$ cat config.mk
export PLATFORM = sky130hd
export DESIGN_NAME = rpet_mac
export DESIGN_NICKNAME = d
export VERILOG_FILES = /design/src/rpet_pkg.sv /design/src/rpet_mac.sv
export SDC_FILE = /design/constraint.sdc
export NUM_CORES = 2
export LEC_CHECK = 0
export ABC_AREA = 1
export BUFFER_PORTS_ARGS = -buffer_cell sky130_fd_sc_hd__buf_2
export CAP_MARGIN = 40
export CORE_UTILIZATION = 45
export DETAILED_ROUTE_END_ITERATION = 8
export GPL_TIMING_DRIVEN = 0
export SYNTH_ARGS = -nofsm -noshare
export SYNTH_HDL_FRONTEND = slang
export SYNTH_SLANG_ARGS = --single-unit
$ cat constraint.sdc
create_clock -name i_clk -period 7.16 [get_ports i_clk]
set_clock_uncertainty 0.15 [all_clocks]
set_input_delay 0.716 -clock i_clk [delete_from_list [all_inputs] [get_ports i_clk]]
set_output_delay 0.716 -clock i_clk [all_outputs]
set_load 0.03 [all_outputs]
$ cat src/rpet_pkg.sv
// Package for the relative pose extrinsic transform core: types, constants, helpers.
package rpet_pkg;

    localparam logic [63:0] START_RESET = 64'd1559027026016899800;
    localparam logic signed [15:0] ONE_Q14 = 16'sd16384;

    // configuration register indexes
    localparam logic [2:0] CFG_START  = 3'd0;
    localparam logic [2:0] CFG_ROT0   = 3'd1;
    localparam logic [2:0] CFG_ROT1   = 3'd2;
    localparam logic [2:0] CFG_ROT2   = 3'd3;
    localparam logic [2:0] CFG_TX     = 3'd4;
    localparam logic [2:0] CFG_TY     = 3'd5;
    localparam logic [2:0] CFG_TZ     = 3'd6;

    // shared MAC unit command
    typedef struct packed {
        logic               clr;   // start new accumulation
        logic               acc;   // accumulate product this cycle
        logic signed [32:0] a;     // multiplicand (33-bit signed)
        logic signed [17:0] b;     // multiplier (18-bit signed)
    } t_mac_cmd;

    // round half up then arithmetic shift right
    function automatic logic signed [63:0] rnd_shift(input logic signed [63:0] x,
                                                     input logic [3:0] s);
        logic signed [63:0] y;
        y = x + (64'sd1 <<< (s - 4'd1));
        return y >>> s;
    endfunction

    function automatic logic signed [15:0] sat16(input logic signed [63:0] x);
        if (x < -64'sd32768)
            return -16'sd32768;
        else if (x > 64'sd32767)
            return 16'sd32767;
        return x[15:0];
    endfunction

    function automatic logic signed [31:0] sat32(input logic signed [63:0] x);
        if (x < -64'sd2147483648)
            return 32'h8000_0000;
        else if (x > 64'sd2147483647)
            return 32'h7fff_ffff;
        return x[31:0];
    endfunction

endpackage

$ cat src/rpet_mac.sv
// Shared multiply-accumulate unit: one 33x18 signed product per cycle into a 64-bit sum.
module rpet_mac (
    input  logic                 i_clk,
    input  rpet_pkg::t_mac_cmd   i_cmd,
    output logic signed [63:0]   o_acc
);

    logic signed [50:0] w_prod;
    logic signed [63:0] r_acc;

    assign w_prod = i_cmd.a * i_cmd.b;

    // accumulator register
    always_ff @(posedge i_clk) begin
        if (i_cmd.acc) begin
            if (i_cmd.clr)
                r_acc <= 64'(w_prod);
            else
                r_acc <= r_acc + 64'(w_prod);
        end
    end

    assign o_acc = r_acc;

endmodule

==> results.cfg <==
[placement]
hpwl_mm = 92.2
io_buffers = 66
gp_congestion = 1.01
placed_area_mm2 = 0.0324

[logic_synthesis]
ys_warn_count = 0
synth_top_area_share_pct = 38.6
yosysTopAreaCell = fa_1
synth_ff_type = edfxtp_1
synth_common_cells = inv_1 (1,131), nand2_1 (1,083), fa_1 (570)
synth_edf_count = 64
seq_area_frac_synth_pct = 6.51
synthMostInstantiatedCell = inv_1
synth_simple_gate_area_share_pct = 22.6
async_reset_ff_share_pct = 0
synth_area_mm2 = 0.0295
synth_top_family_by_area = adder cells
yosys-top-cells-area = fa_1 (39%), inv_1 (14%), nand2_1 (14%)
synth_xor_area_share_pct = 1.39
avgSynthCellArea_um2 = 7.15
synthCells = 4129
synth_cell_types = 48
synth_seq_cells = 64
syn_nets = 4945
synth_compound_area_share_pct = 6.26
synthAdderAreaFrac_pct = 46.8
synth_mux_area_share_pct = 0

[sta]
relSlewSlack_pct = 31.2
finalSetupViolations = 45
final.period_utilization_pct = 108
layout_min_cycle_time_ns = 7.72
hold_slack_ns = 0.558
worst_slack_ns = -0.560
fmaxAchievable_mhz = 130
finalMaxSlewViolations = 0
rsz0062_at_grt = yes
worst_pin_slew_ns = 1.03
hold_violations = 0

[worst_setup_path]
rr_startpoint = o_acc[6]
regToRegEndpoint = o_acc[59]
worstSetupPathType = input port to flop
r2r_setup_slack_ns = 4.03
cp.arrival_ns = 7.69
required_ns = 7.13
worst-r2r-cell-count = 14
cpPeakStageDelay_ns = 0.59
setup.worst_path.end_class = flop
cp_common_cell = inv_2
cp_max_fo = 8
startpoint_type = input port
cp_slowest_cell = fa_2

[run]
drv_cap = 0

[layout]
fillers = 5542
largest_reg_flops = 64
final_cell_area_mm2 = 0.0417
drive_above_1_share_pct = 34.6
insertedDiodeCount = 0
area_growth_pct = 41.4
num-nets-final = 5340

[grt]
antenna_found_initial = 0
grt_max_degree = 55
grt_use_total_pct = 35.5
grt_pass1_vias = 29127
grt_pass1_wl_mm = 176
grt_overflow = 0

[cts]
clkSinkCount = 64
clk_latency_ns = 0.37
cts-buffers-inserted = 9
clock-root-buffer = clkbuf_16
cts_tree = built
cts-htree-levels = 3
cts.path.max_buffers = 2
cts_hold_buf = 0
clkTransAtPathRegs_ns = 0.07

[floorplan]
core_mm2 = 0.0647
floorplan.initialDensity_pct = 45.6
io_pins = 118
die_x_um = 258
rows = 93
die_height_um = 258
die-area_mm2 = 0.0666

[routing]
ant_nets = 0
dr.first_iter.drc_count = 2597
drc = 0
wire_per_inst_um = 22.1
dr_total_vias = 28777
avgViaCountPerCell = 5.34
firstDrtPassIters = 6
routed_wl_mm = 119

[status]
status = complete, but fails checks
violations = setup timing

[worst_hold_path]
min_to = o_acc[0]
hp-class = input port to flop
whs_path_depth = 1
min_from = i_cmd[51]
==> area by class of cell <==
| cell class | instances | area (um2) | area share [%] |
|---|---|---|---|
| flip-flops and latches | 64 | 1920 | 4.60 |
| inverters | 1140 | 4340 | 10.4 |
| clock inverters | 7 | 96.3 | 0.231 |
| clock buffers | 9 | 225 | 0.539 |
| repair buffers | 384 | 3180 | 7.61 |
| multi-input cells | 2775 | 28500 | 68.4 |
| well taps | 855 | 1070 | 2.56 |
| plain buffers | 150 | 2370 | 5.68 |
==> cell families (layout without fill, tap and decap cells) <==
kind of cell	count (synthesis)	after routing
and+or+nand+nor	1636	1636
buffers and inverters	1290	1690
adders and majority gates	762	762
AOI/OAI and AO/OA	330	330
DFF	64	64
xor gates and xnor gates	47	47
==> stage by stage <==
stage          setup WS, ns  setup TNS (ns)  utilization, %  std cells
2_1_floorplan       -0.0398          -0.107               -       4129
3_5_place_dp          -2.04          -84.67            50.1       5055
5_1_grt              -0.717          -24.87            64.5       5384
3_3_place_gp          -2.16          -89.90            50.0       5050
4_1_cts              -0.467          -11.50            59.6       5270
6_report             -0.560          -18.92            64.5       5384
==> worst max path at each step <==
| stage | startpoint | cells after the start | slack [ns] | end |
|---|---|---|---|---|
| after floorplan | i_cmd[50] | 36 | -0.04 | o_acc[55] |
| after CTS | i_cmd[17] | 37 | -0.47 | o_acc[55] |
| after detailed placement | i_cmd[13] | 31 | -2.04 | o_acc[58] |
| final | i_cmd[6] | 38 | -0.56 | o_acc[63] |
| after global placement | i_cmd[17] | 28 | -2.16 | o_acc[46] |
| after global routing | i_cmd[15] | 35 | -0.72 | o_acc[49] |
==> worst max-delay path: cells and delay by family <==
| family | cells | cell delay (ns) |
|---|---|---|
| AOI/OAI and AO/OA | 2 | 0.38 |
| xor gates and xnor gates | 1 | 0.22 |
| adders and majority gates | 8 | 3.76 |
| buffers and inverters | 11 | 1.13 |
| and+or+nand+nor | 16 | 1.49 |
==> cell usage in the layout, fill, tap and decap left out, types with 67 or more instances in the layout <==
| master | count |
|---|---|
| inv_1 | 997 |
| a21oi_2 | 67 |
| ha_1 | 92 |
| ha_4 | 91 |
| inv_2 | 122 |
| nand2_1 | 886 |
| nor2_1 | 90 |
| fa_1 | 533 |
| nand2_4 | 71 |
| nand3_1 | 76 |
| buf_4 | 252 |
| nand2_2 | 128 |
| nor2_4 | 122 |
==> routing by layer <==
metal / GRT usage [%] / routed length (um) / vias to the layer above
met2: 55.8 / 54000 / 1303
met4: 12.6 / 4910 / 0
met5: 0 / 0 / -
met1: 49.1 / 49500 / 14368
met3: 6.32 / 10700 / 255
li1: - / - / 12851
==> what timing repair did <==
item,in CTS,in global routing
endpoints found under the setup margin,52,51
gates cloned,4,1
resized for setup,973,620
setup buffers,201,117
pin swaps,264,338
Power is not shown: default switching activity piles up to over one toggle a cycle in this logic, so the estimate is an artifact.
